==> src/fqsplit_pkg.sv <==
// Shared types and constants for the FASTQ record splitter with tile filter.
// No dependencies; every other file of the block but fqsplit_if imports this package.
`timescale 1ns / 1ps

package fqsplit_pkg;

  // Characters the parser cares about
  localparam logic [7:0] CHAR_NUL     = 8'h00;
  localparam logic [7:0] CHAR_TAB     = 8'h09;
  localparam logic [7:0] CHAR_NEWLINE = 8'h0A;
  localparam logic [7:0] CHAR_CR      = 8'h0D;
  localparam logic [7:0] CHAR_SPACE   = 8'h20;
  localparam logic [7:0] CHAR_PLUS    = 8'h2B;
  localparam logic [7:0] CHAR_MINUS   = 8'h2D;
  localparam logic [7:0] CHAR_ZERO    = 8'h30;
  localparam logic [7:0] CHAR_NINE    = 8'h39;
  localparam logic [7:0] CHAR_COLON   = 8'h3A;

  // Tile field rules
  localparam logic [2:0] COLONS_FMT0    = 3'd2;
  localparam logic [2:0] COLONS_FMT1    = 3'd4;
  localparam logic [2:0] TILE_MIN_CHARS = 3'd4;
  localparam logic [2:0] TILE_MAX_CHARS = 3'd5;
  localparam logic [2:0] TILE_SET_SIZE  = 3'd4;

  // Line positions inside a record
  localparam logic [1:0] LINE_NAME    = 2'd0;
  localparam logic [1:0] LINE_SEQ     = 2'd1;
  localparam logic [1:0] LINE_QUAL    = 2'd3;

  localparam int TILE_W      = 18;
  localparam int NUM_W       = 17;
  localparam int OUT_LEN_W   = 16;
  localparam int CFG_INDEX_W = 3;
  localparam int CFG_DATA_W  = 18;
  localparam int QUEUE_DEPTH = 2;

  typedef logic signed [TILE_W-1:0] tile_t;

  typedef enum logic [1:0] {
    PH_SKIP_WS,
    PH_DIGITS,
    PH_DONE
  } num_phase_t;

  typedef enum logic [CFG_INDEX_W-1:0] {
    CFG_FILTER_ENABLE,
    CFG_NAME_FORMAT,
    CFG_TILE_COUNT,
    CFG_TILE_A,
    CFG_TILE_B,
    CFG_TILE_C,
    CFG_TILE_D
  } cfg_reg_t;

  // Filter settings handed to the back end
  typedef struct packed {
    logic                               filter_enable;
    logic [2:0]                         tile_count;
    logic [TILE_SET_SIZE-1:0][TILE_W-1:0] tile_set;
  } filt_cfg_t;

  // Name-line summary of one record
  typedef struct packed {
    logic  tile_found;
    tile_t tile_number;
  } tile_info_t;

endpackage

==> src/fqsplit_if.sv <==
// Handshake channels of the FASTQ record splitter: byte input and record result.
// Has no dependencies on other files.
`timescale 1ns / 1ps

interface fqsplit_in_if;
  logic       valid;
  logic       ready;
  logic [7:0] text_byte;
  logic       final_byte;

  modport source (output valid, output text_byte, output final_byte, input ready);
  modport sink   (input valid, input text_byte, input final_byte, output ready);
endinterface

interface fqsplit_out_if;
  logic                     valid;
  logic                     ready;
  logic                     record_kept;
  logic                     tile_found;
  logic signed [17:0]       tile_number;
  logic                     length_error;
  logic [15:0]              sequence_length;
  logic [15:0]              quality_length;

  modport source (output valid, output record_kept, output tile_found, output tile_number,
                  output length_error, output sequence_length, output quality_length,
                  input ready);
  modport sink   (input valid, input record_kept, input tile_found, input tile_number,
                  input length_error, input sequence_length, input quality_length,
                  output ready);
endinterface

==> src/fqsplit_front.sv <==
// Front end: scans one byte per cycle unless the queue is full; tracks lines, colons, tile
// digits and line lengths. Emits a record summary at the end of each quality line.
`timescale 1ns / 1ps

module fqsplit_front #(
  parameter int LINE_LENGTH_BITS = 16
) (
  input  logic                          clk,
  input  logic                          rst_n,
  input  logic                          accept,
  input  logic [7:0]                    text_byte,
  input  logic                          final_byte,
  input  logic                          name_format,
  output logic                          push,
  output fqsplit_pkg::tile_info_t       rec_tile,
  output logic [LINE_LENGTH_BITS-1:0]   rec_seq_len,
  output logic [LINE_LENGTH_BITS-1:0]   rec_qual_len
);
  import fqsplit_pkg::*;

  localparam logic [LINE_LENGTH_BITS-1:0] LEN_MAX = {LINE_LENGTH_BITS{1'b1}};

  logic [1:0]                  line_r,   line_nxt;
  logic [2:0]                  colon_r,  colon_nxt;
  logic [2:0]                  chars_r,  chars_nxt;
  num_phase_t                  phase_r,  phase_nxt;
  logic                        neg_r,    neg_nxt;
  logic [NUM_W-1:0]            value_r,  value_nxt;
  logic [LINE_LENGTH_BITS-1:0] seq_r,    seq_nxt;
  logic [LINE_LENGTH_BITS-1:0] qual_r,   qual_nxt;
  logic                        cut_r,    cut_nxt;

  // State after the byte itself, before any line end
  logic [2:0]                  colon_1, chars_1;
  num_phase_t                  phase_1;
  logic                        neg_1, cut_1;
  logic [NUM_W-1:0]            value_1;
  logic [LINE_LENGTH_BITS-1:0] seq_1, qual_1;

  logic             is_nl, is_ws, is_digit, is_sign, rec_end, found;
  logic [2:0]       target;
  logic [NUM_W-1:0] value_x10;
  logic [TILE_W-1:0] mag;

  assign is_nl     = (text_byte == CHAR_NEWLINE);
  assign is_ws     = (text_byte == CHAR_SPACE) || (text_byte >= CHAR_TAB && text_byte <= CHAR_CR);
  assign is_digit  = (text_byte >= CHAR_ZERO) && (text_byte <= CHAR_NINE);
  assign is_sign   = (text_byte == CHAR_PLUS) || (text_byte == CHAR_MINUS);
  assign target    = name_format ? COLONS_FMT1 : COLONS_FMT0;
  assign value_x10 = (value_r << 3) + (value_r << 1) + {{(NUM_W-4){1'b0}}, text_byte[3:0]};

  // Byte step
  always_comb begin
    colon_1 = colon_r;
    chars_1 = chars_r;
    phase_1 = phase_r;
    neg_1   = neg_r;
    value_1 = value_r;
    seq_1   = seq_r;
    qual_1  = qual_r;
    cut_1   = cut_r;
    if (!is_nl && !cut_r) begin
      if (text_byte == CHAR_NUL) begin
        cut_1 = 1'b1;
      end else begin
        case (line_r)
          LINE_NAME: begin
            if (colon_r < target) begin
              if (text_byte == CHAR_COLON) colon_1 = colon_r + 3'd1;
            end else if (chars_r < TILE_MAX_CHARS) begin
              chars_1 = chars_r + 3'd1;
              case (phase_r)
                PH_SKIP_WS: begin
                  if (is_ws) begin
                    phase_1 = PH_SKIP_WS;
                  end else if (is_sign) begin
                    neg_1   = (text_byte == CHAR_MINUS);
                    phase_1 = PH_DIGITS;
                  end else if (is_digit) begin
                    value_1 = value_x10;
                    phase_1 = PH_DIGITS;
                  end else begin
                    phase_1 = PH_DONE;
                  end
                end
                PH_DIGITS: begin
                  if (is_digit) value_1 = value_x10;
                  else          phase_1 = PH_DONE;
                end
                default: ;
              endcase
            end
          end
          LINE_SEQ:  if (seq_r != LEN_MAX)  seq_1  = seq_r + LINE_LENGTH_BITS'(1);
          LINE_QUAL: if (qual_r != LEN_MAX) qual_1 = qual_r + LINE_LENGTH_BITS'(1);
          default: ;
        endcase
      end
    end
  end

  // A record closes on the quality line's newline, real or supplied at end of stream
  assign rec_end = (line_r == LINE_QUAL) && (is_nl || final_byte);
  assign push    = accept && rec_end;

  assign found = (colon_1 >= target) && (chars_1 >= TILE_MIN_CHARS);
  assign mag   = {1'b0, value_1};
  assign rec_tile.tile_found  = found;
  assign rec_tile.tile_number = !found ? '0 : (neg_1 ? -$signed(mag) : $signed(mag));
  assign rec_seq_len  = seq_1;
  assign rec_qual_len = qual_1;

  always_comb begin
    line_nxt  = line_r;
    colon_nxt = colon_r;
    chars_nxt = chars_r;
    phase_nxt = phase_r;
    neg_nxt   = neg_r;
    value_nxt = value_r;
    seq_nxt   = seq_r;
    qual_nxt  = qual_r;
    cut_nxt   = cut_r;
    if (accept) begin
      if (final_byte || (is_nl && line_r == LINE_QUAL)) begin
        line_nxt  = '0;
        colon_nxt = '0;
        chars_nxt = '0;
        phase_nxt = PH_SKIP_WS;
        neg_nxt   = 1'b0;
        value_nxt = '0;
        seq_nxt   = '0;
        qual_nxt  = '0;
        cut_nxt   = 1'b0;
      end else if (is_nl) begin
        line_nxt = line_r + 2'd1;
        cut_nxt  = 1'b0;
      end else begin
        colon_nxt = colon_1;
        chars_nxt = chars_1;
        phase_nxt = phase_1;
        neg_nxt   = neg_1;
        value_nxt = value_1;
        seq_nxt   = seq_1;
        qual_nxt  = qual_1;
        cut_nxt   = cut_1;
      end
    end
  end

  always_ff @(posedge clk) begin
    if (!rst_n) begin
      line_r  <= '0;
      colon_r <= '0;
      chars_r <= '0;
      phase_r <= PH_SKIP_WS;
      neg_r   <= 1'b0;
      value_r <= '0;
      seq_r   <= '0;
      qual_r  <= '0;
      cut_r   <= 1'b0;
    end else begin
      line_r  <= line_nxt;
      colon_r <= colon_nxt;
      chars_r <= chars_nxt;
      phase_r <= phase_nxt;
      neg_r   <= neg_nxt;
      value_r <= value_nxt;
      seq_r   <= seq_nxt;
      qual_r  <= qual_nxt;
      cut_r   <= cut_nxt;
    end
  end

endmodule

==> src/fqsplit_queue.sv <==
// Short FIFO of record summaries between the front and back ends.
// Depends on fqsplit_pkg for its depth.
`timescale 1ns / 1ps

module fqsplit_queue #(
  parameter int WIDTH = 51
) (
  input  logic             clk,
  input  logic             rst_n,
  input  logic             push,
  input  logic [WIDTH-1:0] wdata,
  input  logic             pop,
  output logic [WIDTH-1:0] rdata,
  output logic             full,
  output logic             empty
);
  import fqsplit_pkg::*;

  localparam int PTR_W = $clog2(QUEUE_DEPTH);
  localparam int CNT_W = $clog2(QUEUE_DEPTH + 1);

  logic [WIDTH-1:0] mem_r [QUEUE_DEPTH];
  logic [PTR_W-1:0] wr_ptr_r, wr_ptr_nxt;
  logic [PTR_W-1:0] rd_ptr_r, rd_ptr_nxt;
  logic [CNT_W-1:0] count_r,  count_nxt;

  assign full  = (count_r == CNT_W'(QUEUE_DEPTH));
  assign empty = (count_r == '0);
  assign rdata = mem_r[rd_ptr_r];

  always_comb begin
    wr_ptr_nxt = push ? wr_ptr_r + PTR_W'(1) : wr_ptr_r;
    rd_ptr_nxt = pop  ? rd_ptr_r + PTR_W'(1) : rd_ptr_r;
    count_nxt  = count_r;
    if (push && !pop)      count_nxt = count_r + CNT_W'(1);
    else if (pop && !push) count_nxt = count_r - CNT_W'(1);
  end

  always_ff @(posedge clk) begin
    if (!rst_n) begin
      wr_ptr_r <= '0;
      rd_ptr_r <= '0;
      count_r  <= '0;
    end else begin
      wr_ptr_r <= wr_ptr_nxt;
      rd_ptr_r <= rd_ptr_nxt;
      count_r  <= count_nxt;
    end
  end

  always_ff @(posedge clk) begin
    if (push) mem_r[wr_ptr_r] <= wdata;
  end

`ifndef SYNTH
  a_count_bound: assert property (@(posedge clk) disable iff (!rst_n)
    count_r <= CNT_W'(QUEUE_DEPTH))
    else $error("queue count beyond depth");
  a_no_pop_empty: assert property (@(posedge clk) disable iff (!rst_n)
    pop |-> !empty)
    else $error("pop from empty queue");
  a_no_push_full: assert property (@(posedge clk) disable iff (!rst_n)
    push |-> !full)
    else $error("push into full queue");
`endif

endmodule

==> src/fqsplit_back.sv <==
// Back end: applies the tile filter and length check, holds the result register.
// Depends on fqsplit_pkg and the output channel interface.
`timescale 1ns / 1ps

module fqsplit_back #(
  parameter int LINE_LENGTH_BITS = 16
) (
  input  logic                        clk,
  input  logic                        rst_n,
  input  fqsplit_pkg::filt_cfg_t      cfg,
  input  logic                        q_empty,
  input  fqsplit_pkg::tile_info_t     q_tile,
  input  logic [LINE_LENGTH_BITS-1:0] q_seq_len,
  input  logic [LINE_LENGTH_BITS-1:0] q_qual_len,
  output logic                        pop,
  fqsplit_out_if.source               out_chan
);
  import fqsplit_pkg::*;

  logic        valid_r, valid_nxt;
  logic        kept_r, found_r, err_r;
  tile_t       tile_r;
  logic [OUT_LEN_W-1:0] seq_r, qual_r;

  logic        match, kept, err;
  logic [OUT_LEN_W-1:0] seq_o, qual_o;

  always_comb begin
    match = 1'b0;
    for (int i = 0; i < TILE_SET_SIZE; i++) begin
      if (cfg.tile_count > 3'(i) && q_tile.tile_found &&
          cfg.tile_set[i] == q_tile.tile_number) match = 1'b1;
    end
  end

  assign kept = !(cfg.filter_enable && match);
  assign err  = kept && (q_seq_len > q_qual_len);

  // Clamp line lengths to the 16-bit result fields, or zero-extend narrower ones
  generate
    if (LINE_LENGTH_BITS > OUT_LEN_W) begin : g_clamp
      assign seq_o  = (|q_seq_len[LINE_LENGTH_BITS-1:OUT_LEN_W])  ? '1
                                                                  : q_seq_len[OUT_LEN_W-1:0];
      assign qual_o = (|q_qual_len[LINE_LENGTH_BITS-1:OUT_LEN_W]) ? '1
                                                                  : q_qual_len[OUT_LEN_W-1:0];
    end else begin : g_ext
      assign seq_o  = OUT_LEN_W'(q_seq_len);
      assign qual_o = OUT_LEN_W'(q_qual_len);
    end
  endgenerate

  assign pop = !q_empty && (!valid_r || out_chan.ready);

  always_comb begin
    valid_nxt = valid_r;
    if (pop)                 valid_nxt = 1'b1;
    else if (out_chan.ready) valid_nxt = 1'b0;
  end

  always_ff @(posedge clk) begin
    if (!rst_n) valid_r <= 1'b0;
    else        valid_r <= valid_nxt;
  end

  always_ff @(posedge clk) begin
    if (pop) begin
      kept_r  <= kept;
      found_r <= q_tile.tile_found;
      tile_r  <= q_tile.tile_number;
      err_r   <= err;
      seq_r   <= seq_o;
      qual_r  <= qual_o;
    end
  end

  assign out_chan.valid           = valid_r;
  assign out_chan.record_kept     = kept_r;
  assign out_chan.tile_found      = found_r;
  assign out_chan.tile_number     = tile_r;
  assign out_chan.length_error    = err_r;
  assign out_chan.sequence_length = seq_r;
  assign out_chan.quality_length  = qual_r;

`ifndef SYNTH
  a_hold_when_stalled: assert property (@(posedge clk) disable iff (!rst_n)
    valid_r && !out_chan.ready |-> !pop)
    else $error("result register overwritten while stalled");
  a_err_only_kept: assert property (@(posedge clk) disable iff (!rst_n)
    valid_r |-> !(err_r && !kept_r))
    else $error("length error flagged on dropped record");
  a_drop_needs_tile: assert property (@(posedge clk) disable iff (!rst_n)
    valid_r && !kept_r |-> found_r)
    else $error("record dropped without a tile");
`endif

endmodule

==> src/fastq_record_splitter_tile_filter.sv <==
// Top level of the FASTQ record splitter with tile filter.
// Depends on fqsplit_pkg, fqsplit_if, fqsplit_front, fqsplit_queue and fqsplit_back.
`timescale 1ns / 1ps

// Usage
//   in_chan  : one text byte per item, with final_byte set on the last byte of a file.
//              A missing trailing newline is supplied; a partial record is discarded.
//   out_chan : one item per completed four-line record (name, sequence, '+', quality).
//   cfg_*    : write-only registers (filter enable, name format, tile count, four tiles),
//              written only while the block is idle (user's duty; not enforced).
// Throughput: one byte per cycle, sustained; the front end's byte scan is a single
//   register stage and never waits except when the record queue is full.
// Result path: a record's closing byte pushes its summary into the queue; the back end
//   then loads it into the result register once that register is free.
// Stall: the back end holds its result register while out_chan.ready is low; the two-entry
//   queue keeps taking records, and in_chan.ready drops only once it is full.
// Reset: synchronous rst_n clears the parser, the queue and the result valid, and sets all
//   configuration registers to zero (filter off, format with the tile after two colons).

module fastq_record_splitter_tile_filter #(
  parameter int LINE_LENGTH_BITS = 16
) (
  input  logic                                  clk,
  input  logic                                  rst_n,
  fqsplit_in_if.sink                            in_chan,
  fqsplit_out_if.source                         out_chan,
  input  logic                                  cfg_we,
  input  logic [fqsplit_pkg::CFG_INDEX_W-1:0]   cfg_index,
  input  logic [fqsplit_pkg::CFG_DATA_W-1:0]    cfg_wdata
);
  import fqsplit_pkg::*;

  localparam int REC_W = 1 + TILE_W + 2 * LINE_LENGTH_BITS;

  // Configuration registers
  logic        filter_en_r;
  logic        name_fmt_r;
  logic [2:0]  tile_cnt_r;
  logic [TILE_SET_SIZE-1:0][TILE_W-1:0] tile_set_r;

  always_ff @(posedge clk) begin
    if (!rst_n) begin
      filter_en_r <= 1'b0;
      name_fmt_r  <= 1'b0;
      tile_cnt_r  <= '0;
      tile_set_r  <= '0;
    end else if (cfg_we) begin
      case (cfg_reg_t'(cfg_index))
        CFG_FILTER_ENABLE: filter_en_r   <= cfg_wdata[0];
        CFG_NAME_FORMAT:   name_fmt_r    <= cfg_wdata[0];
        CFG_TILE_COUNT:    tile_cnt_r    <= cfg_wdata[2:0];
        CFG_TILE_A:        tile_set_r[0] <= cfg_wdata;
        CFG_TILE_B:        tile_set_r[1] <= cfg_wdata;
        CFG_TILE_C:        tile_set_r[2] <= cfg_wdata;
        CFG_TILE_D:        tile_set_r[3] <= cfg_wdata;
        default: ;
      endcase
    end
  end

  filt_cfg_t filt_cfg;
  assign filt_cfg.filter_enable = filter_en_r;
  assign filt_cfg.tile_count    = tile_cnt_r;
  assign filt_cfg.tile_set      = tile_set_r;

  // Front end: byte scan
  logic                        accept, push, q_full, q_empty, pop;
  tile_info_t                  f_tile, q_tile;
  logic [LINE_LENGTH_BITS-1:0] f_seq, f_qual, q_seq, q_qual;
  logic [REC_W-1:0]            q_rdata;

  assign in_chan.ready = !q_full;
  assign accept        = in_chan.valid && !q_full;

  fqsplit_front #(.LINE_LENGTH_BITS(LINE_LENGTH_BITS)) u_front (
    .clk          (clk),
    .rst_n        (rst_n),
    .accept       (accept),
    .text_byte    (in_chan.text_byte),
    .final_byte   (in_chan.final_byte),
    .name_format  (name_fmt_r),
    .push         (push),
    .rec_tile     (f_tile),
    .rec_seq_len  (f_seq),
    .rec_qual_len (f_qual)
  );

  // Record queue
  fqsplit_queue #(.WIDTH(REC_W)) u_queue (
    .clk   (clk),
    .rst_n (rst_n),
    .push  (push),
    .wdata ({f_tile, f_seq, f_qual}),
    .pop   (pop),
    .rdata (q_rdata),
    .full  (q_full),
    .empty (q_empty)
  );

  assign {q_tile, q_seq, q_qual} = q_rdata;

  // Back end: filter, length check, result register
  fqsplit_back #(.LINE_LENGTH_BITS(LINE_LENGTH_BITS)) u_back (
    .clk        (clk),
    .rst_n      (rst_n),
    .cfg        (filt_cfg),
    .q_empty    (q_empty),
    .q_tile     (q_tile),
    .q_seq_len  (q_seq),
    .q_qual_len (q_qual),
    .pop        (pop),
    .out_chan   (out_chan)
  );

endmodule
==> src/flat_wrapper.sv <==
// flat-port wrapper written by rule: the top's interface ports become plain ports
module fastq_record_splitter_tile_filter_flat import fqsplit_pkg::*;
#(
  parameter int LINE_LENGTH_BITS = 16
)
  (clk, rst_n, cfg_we, cfg_index, cfg_wdata, in_chan_valid, in_chan_text_byte, in_chan_final_byte, in_chan_ready, out_chan_valid, out_chan_record_kept, out_chan_tile_found, out_chan_tile_number, out_chan_length_error, out_chan_sequence_length, out_chan_quality_length, out_chan_ready);
  fqsplit_in_if in_chan_i ();
  fqsplit_out_if out_chan_i ();
  input  logic clk;
  input  logic rst_n;
  input  logic cfg_we;
  input  logic [fqsplit_pkg::CFG_INDEX_W-1:0] cfg_index;
  input  logic [fqsplit_pkg::CFG_DATA_W-1:0] cfg_wdata;
  input wire logic [$bits(in_chan_i.valid)-1:0] in_chan_valid;
  input wire logic [$bits(in_chan_i.text_byte)-1:0] in_chan_text_byte;
  input wire logic [$bits(in_chan_i.final_byte)-1:0] in_chan_final_byte;
  output wire logic [$bits(in_chan_i.ready)-1:0] in_chan_ready;
  output wire logic [$bits(out_chan_i.valid)-1:0] out_chan_valid;
  output wire logic [$bits(out_chan_i.record_kept)-1:0] out_chan_record_kept;
  output wire logic [$bits(out_chan_i.tile_found)-1:0] out_chan_tile_found;
  output wire logic [$bits(out_chan_i.tile_number)-1:0] out_chan_tile_number;
  output wire logic [$bits(out_chan_i.length_error)-1:0] out_chan_length_error;
  output wire logic [$bits(out_chan_i.sequence_length)-1:0] out_chan_sequence_length;
  output wire logic [$bits(out_chan_i.quality_length)-1:0] out_chan_quality_length;
  input wire logic [$bits(out_chan_i.ready)-1:0] out_chan_ready;
  assign in_chan_i.valid = in_chan_valid;
  assign in_chan_i.text_byte = in_chan_text_byte;
  assign in_chan_i.final_byte = in_chan_final_byte;
  assign in_chan_ready = in_chan_i.ready;
  assign out_chan_valid = out_chan_i.valid;
  assign out_chan_record_kept = out_chan_i.record_kept;
  assign out_chan_tile_found = out_chan_i.tile_found;
  assign out_chan_tile_number = out_chan_i.tile_number;
  assign out_chan_length_error = out_chan_i.length_error;
  assign out_chan_sequence_length = out_chan_i.sequence_length;
  assign out_chan_quality_length = out_chan_i.quality_length;
  assign out_chan_i.ready = out_chan_ready;
  fastq_record_splitter_tile_filter #(.LINE_LENGTH_BITS(LINE_LENGTH_BITS)) u_core (.clk(clk), .rst_n(rst_n), .in_chan(in_chan_i), .out_chan(out_chan_i), .cfg_we(cfg_we), .cfg_index(cfg_index), .cfg_wdata(cfg_wdata));
endmodule
==> config.mk <==
export PLATFORM = sky130hd
export DESIGN_NAME = fastq_record_splitter_tile_filter_flat
export DESIGN_NICKNAME = d
export VERILOG_FILES = /design/src/fqsplit_pkg.sv /design/src/fqsplit_if.sv /design/src/fqsplit_front.sv /design/src/fqsplit_queue.sv /design/src/fqsplit_back.sv /design/src/fastq_record_splitter_tile_filter.sv /design/src/flat_wrapper.sv
export SDC_FILE = /design/constraint.sdc
export NUM_CORES = 1
export LEC_CHECK = 0
export BUFFER_PORTS_ARGS = -buffer_cell sky130_fd_sc_hd__buf_2
export CELL_PAD_IN_SITES_DETAIL_PLACEMENT = 1
export CELL_PAD_IN_SITES_GLOBAL_PLACEMENT = 2
export CORE_MARGIN = 8
export CORE_UTILIZATION = 40
export DETAILED_ROUTE_END_ITERATION = 8
export PLACE_DENSITY_LB_ADDON = 0.1
export SYNTH_ARGS = -nofsm -noshare
export SYNTH_HDL_FRONTEND = slang
export SYNTH_SLANG_ARGS = --single-unit
==> constraint.sdc <==
create_clock -name clk -period 5.8 [get_ports clk]
set_clock_uncertainty 0.05 [all_clocks]
set_input_delay 0.58 -clock clk [delete_from_list [all_inputs] [get_ports clk]]
set_output_delay 0.58 -clock clk [all_outputs]
set_load 0.03 [all_outputs]
==> Word level (Yosys, flattened, before mapping) <==
Memory sizes are Yosys's and may differ from the RTL's. A register that Yosys moved wholly into a read port is not among the register bits.
Cells that the tools add are included.
{ "classes": {"addsub": 12, "multipliers": 0, "n_div": 0, "magnitude_cmp": 13, "n_eq_ne": 25, "n_shift": 0, "n_mux": 80, "bitwise": 0, "n_reduce_logical": 59} }
{ "ops": {"columns": ["cell", "n"], "rows": [
  ["2-to-1 mux 16 bit", 12],
  ["2-to-1 mux 17 bit", 10],
  ["equality test 18 bit", 4],
  ["2-to-1 mux 3 bit", 15],
  ["2-to-1 mux 18 bit", 2],
  ["one-hot mux 17 bit (2 select lines)", 1],
  ["adder 16 x 1 -> 16 bit (second input constant)", 2],
  ["equality test 8 x 6 -> 1 bit (second input constant)", 4],
  ["!= test 16 bit (second input constant)", 2],
  ["2-to-1 mux 2 bit", 15],
  ["2-to-1 mux 1 bit", 24],
  ["logical AND 1 bit", 21],
  ["negation 17 -> 18 bit", 1],
  ["AND reduction 2 bit", 9],
  ["adder 17 bit", 1],
  ["adder 17 x 4 -> 17 bit", 1],
  ["> comparator 16 bit", 1],
  ["nonzero test 2 bit", 6],
  ["equality test 3 bit (second input constant)", 3],
  ["AND reduction 9 bit", 1],
  ["nonzero test 3 bit", 3],
  ["equality test 8 x 4 -> 1 bit (second input constant)", 1],
  [">= comparator 8 x 4 -> 1 bit (second input constant)", 1],
  [">= comparator 8 x 6 -> 1 bit (second input constant)", 1],
  ["25 further kinds", 48]
]} }
{ "totals": {"reg_bits": 196, "latchBits": 0, "mem_bits_rw": 102, "rom_bits": 0, "inputBits": 35, "elab_cells": 216, "n_memories": 1} }
{ "mem_list": {"columns": ["name", "depth", "word_bits", "rd", "rd_clocked_by_memory_dff", "write_ports", "line", "source"], "rows": [
  ["u_core.u_queue.mem_r", 2, 51, 1, 1, 1, "fqsplit_queue.sv:22", "logic [WIDTH-1:0] mem_r [QUEUE_DEPTH];"]
]} }

==> Logic depth before layout (Yosys ltp) <==
{ "depth": {"ltp_word": 14, "ltp_mapped": 15} }

==> Hierarchy <==
Synthesis repeated with hierarchy kept, for this count alone.
{ "hier_totals": {"hier_cells": 1355, "area_unflattened_um2": 14933.1} }
{ "modules_own_cells": {"columns": ["module", "instances", "cells_per_inst", "area_per_inst_um2", "seq_area_each_um2"], "rows": [
  ["fqsplit_front", 1, 680, 5296.3, 1221.2],
  ["fqsplit_queue", 1, 181, 3898.7, 3163.0],
  ["fastq_record_splitter_tile_filter", 1, 277, 2881.5, 1541.5],
  ["fqsplit_back", 1, 217, 2856.5, 1611.5]
]} }

==> Worst setup path before layout <==
Ideal clock, no wire load.
{ "synth_timing": {"kind": "input-to-reg", "startpoint": "input in_chan_text_byte[4]", "endpoint": "memory u_core.u_queue.mem_r[0][0] (enable)", "arrival_time_ns": 3.921, "required_ns": 5.289, "path_slack_ns": 1.368, "stages": 7, "cell_sequence": "nor3_1 > nand2_1 > nor2_1 > nor2_1 > nor2_1 > nand2_1 > nor2_1"} }
{ "synth_between": {"elab_chain_len": 6} }
{ "synth_rtl": {"columns": ["element", "line", "source"], "rows": [
  ["start, declared", "flat_wrapper.sv:15", "input wire logic [$bits(in_chan_i.text_byte)-1:0] in_chan_text_byte;"],
  ["equality test 8 x 4 -> 1 bit", "fqsplit_front.sv:45", "assign is_nl = (text_byte == CHAR_NEWLINE);"],
  ["logical OR 1 bit", "fqsplit_front.sv:103", "assign rec_end = (line_r == LINE_QUAL) && (is_nl || final_byte);"],
  ["logical AND 1 bit", "fqsplit_front.sv:103", null],
  ["logical AND 1 bit", "fqsplit_front.sv:104", "assign push = accept && rec_end;"],
  ["2-to-1 mux 1 bit", "fqsplit_queue.sv:52", "if (push) mem_r[wr_ptr_r] <= wdata;"],
  ["2-to-1 mux 1 bit (not written as such)", "fqsplit_queue.sv:52", null],
  ["end, declared", "fqsplit_queue.sv:22", null]
]} }
Every way passes these cells.

==> impl_metrics.toml <==
[worst_setup_path]
startpoint_type = "register"
crit_required_ps = 5980
path_class = "reg -> reg"
crit_arrival_ps = 4250
crit_path_max_fanout = 4
cp-end-kind = "register"

[routing]
routed_wl_mm = 40.0
wl_per_cell_um = 20.1
vias = 10600
via_per_inst = 5.33
ant_nets = 0
first_pass_iters = 6
drc_errors = 0
first_iter_violations = 447

[run]
drv_cap = 0

[synth]
yosys_warnings = 0
synth_top_family_by_area = "simple AND/OR/NAND/NOR gates"
synth_edf_count = 155
synth_nets = 1504
ys_async_sr_fraction = 0
avgSynthCellArea_sq_um = 10.5
synth_fa_ha_area_frac = 0.0501
synth-compound-area-share = 0.123
synthMuxAreaShare = 0.0557
synthSimpleGateAreaFrac = 0.158
yosysSeqAreaShare = 0.510
syn_area_sq_um = 14800
synth_cells = 1411
ys_ff_latch = 299
ys_types = 67
synth-xor-area-share = 0.0739
synthFlopType = "edfxtp_1"

[final_layout]
n_fill_cell = 4006
fin_cells = 1995
drive_gt1_frac = 0.139
antennaDiodeCount = 0
fin_nets = 1593
syn_to_final_growth_pct = 13.8

[floorplanning]
pin_count = 90
fp.dieH_um = 208
die-area_sq_um = 43400
start_util = 0.405
core_area_sq_um = 36500
rows = 70
die_w_um = 208

[timing]
tightest_slew_ps = 1020
rsz0062_at_grt = "false"
finalSetupViolations = 0
hold_violations = 0
fin_crit_ps = 4060
drv_slew = 0
clock.fmax_ghz = 0.246
relSlewSlack = 0.297
tns_ps = 0
fin_crit_sh = 0.700

[clocking]
cts_setup_buffers = 0
cts.repair.resized = 0
cts_sinks = 299
clock_tree.root_cell = "clkbuf_16"
cts_tree = "done"
cts_made_buffers = 35
hold_buffers = 0
max-clock-path-buffers = 3
clkTransAtPathRegs_ps = 60
clkLatencyLatePin_ps = 520
h-tree-depth = 2

[global_route]
grt_pass1_wl_mm = 64.3
grt_pass1_vias = 11200
grt-ovfl-total = 0
grt_use_total = 0.185
grt_max_degree = 89
grt_antenna_before_repair = 0

[pwr]
ir_drop_v = 0.000190
p_per_area_nw_per_um2 = 378
p_leak_uw = 0.00601

[status]
status = "finished, final reports clean"

[placed_design]
portBuffers = 89
place_congestion = 0.803
placedCellCount = 1931
dp.final_hpwl_mm = 28.3

[worst_hold_path]
hold_class = "in -> reg"
-- cell families after synthesis --
group | count (synthesis)
flops | 299
xor+xnor | 124
fa+ha+maj | 58
compound gates | 259
mux | 79
buf+inv | 111
simple gates | 481
-- synthesized netlist by cell type, types with 4 or more instances --
cell      count  share of area
a211oi_1      7         0.0036
a21boi_0     79          0.040
a21o_1       14         0.0071
a21oi_1      37          0.013
a22oi_1      37          0.019
a31oi_1       6         0.0025
and2_1       17         0.0072
and3_1        7         0.0030
buf_2         6         0.0020
clkbuf_1     45          0.011
dfxtp_1     144           0.19
edfxtp_1    155           0.31
ha_1         56          0.047
inv_1        54          0.014
mux2_2       27          0.021
mux2i_1      52          0.035
nand2_1     206          0.052
nand2b_1      7         0.0030
nand3_1      24         0.0081
nand4_1      25          0.011
nor2_1       67          0.017
nor2b_1      54          0.023
nor3_1       28         0.0095
nor4_1       20         0.0085
o211ai_1      4         0.0020
o21a_1        8         0.0041
o21ai_0      33          0.011
o21ai_1       4         0.0014
or2_2         5         0.0021
or3_1         4         0.0017
xnor2_1      91          0.054
xor2_1       32          0.019
-- flip-flops by register name, indices dropped and copies added (netlist names), 16 cells and up, named ones only --
register and count:
u_core.u_queue.mem_r 102, u_core.filt_cfg 72, u_core.u_back.out_chan.tile_number 18, u_core.u_front.seq_r 16, u_core.u_front.qual_r 16, u_core.u_back.out_chan.quality_length 16, u_core.u_back.out_chan.sequence_length 16, u_core.u_front.value_r 17
-- placed cells by master (no fill, tap or decap), types with 32 or more instances in the layout --
cell type | Yosys | final
nand2_1 | 206 | 206
edfxtp_1 | 155 | 155
dfxtp_1 | 144 | 143
xnor2_1 | 91 | 91
buf_2 | 6 | 88
a21boi_0 | 79 | 79
nor2_1 | 67 | 62
ha_1 | 56 | 56
nor2b_1 | 54 | 54
inv_1 | 54 | 54
mux2i_1 | 52 | 52
a21oi_1 | 37 | 37
a22oi_1 | 37 | 37
clkbuf_16 | 0 | 35
o21ai_0 | 33 | 33
xor2_1 | 32 | 32
-- where the power goes --
part | internal [uW] | leakage (uW) | switching [uW]
registers | 2470 | 0.00266 | 95.9
logic | 572 | 0.00283 | 1120
clock network | 1220 | 0.000529 | 878
total | 4260 | 0.00601 | 2100
-- metrics by stage --
stage          setup slack (ps)  power [uW]   util  instance area, sq um  hold slack (ps)
2_1_floorplan              1370        3720      -                 14800              402
3_3_place_gp               1450        4310  0.432                 15800              414
3_5_place_dp               1380        4330  0.432                 15800              422
4_1_cts                    1730        6470  0.461                 16800              271
5_1_grt                    1490        6690  0.461                 16800              289
6_report                   1740        6360  0.461                 16800              292
-- final cells by class --
type	instances	area, sq um	area share
flip-flops and latches	299	7540	0.448
well taps	468	586	0.0348
multi-input cells	1001	6840	0.406
clock buffers	46	927	0.0551
repair buffers	109	598	0.0355
inverters	54	203	0.0120
clock inverters	18	148	0.00877
-- routing by layer --
metal	GRT usage	vias up	wire, um
met5	0	-	0
met4	0.0443	0	650
met3	0.0301	50	1380
met2	0.303	153	18400
met1	0.253	5235	19500
li1	-	5192	-
-- final timing paths --
path	startpoint	to	slack [ps]	cells past startpoint
hold / removal	cfg_wdata[6]	u_core.filt_cfg[42]$_SDFFE_PN0P_	290	3
setup / recovery	u_core.u_front.value_r[0]$_SDFFE_PN0P_	u_core.u_queue.mem_r[1][48]$_DFFE_PP_	1740	13
setup reg to reg	u_core.u_front.value_r[0]$_SDFFE_PN0P_	u_core.u_queue.mem_r[1][48]$_DFFE_PP_	1740	13
hold reg to reg	u_core.filt_cfg[24]$_SDFFE_PN0P_	u_core.filt_cfg[24]$_SDFFE_PN0P_	430	2
-- worst max-delay path, stage by stage, from the launching register on --
cell,delay [ps]
dfxtp_1,400
inv_1,100
fa_1,520
inv_1,80
fa_1,470
a21o_1,220
a311oi_1,360
o21ai_0,240
xor2_1,200
mux2_2,330
nor4_4,360
a41oi_1,180
xnor2_1,180
nor2_1,70
(Power assumes the default switching activity.)
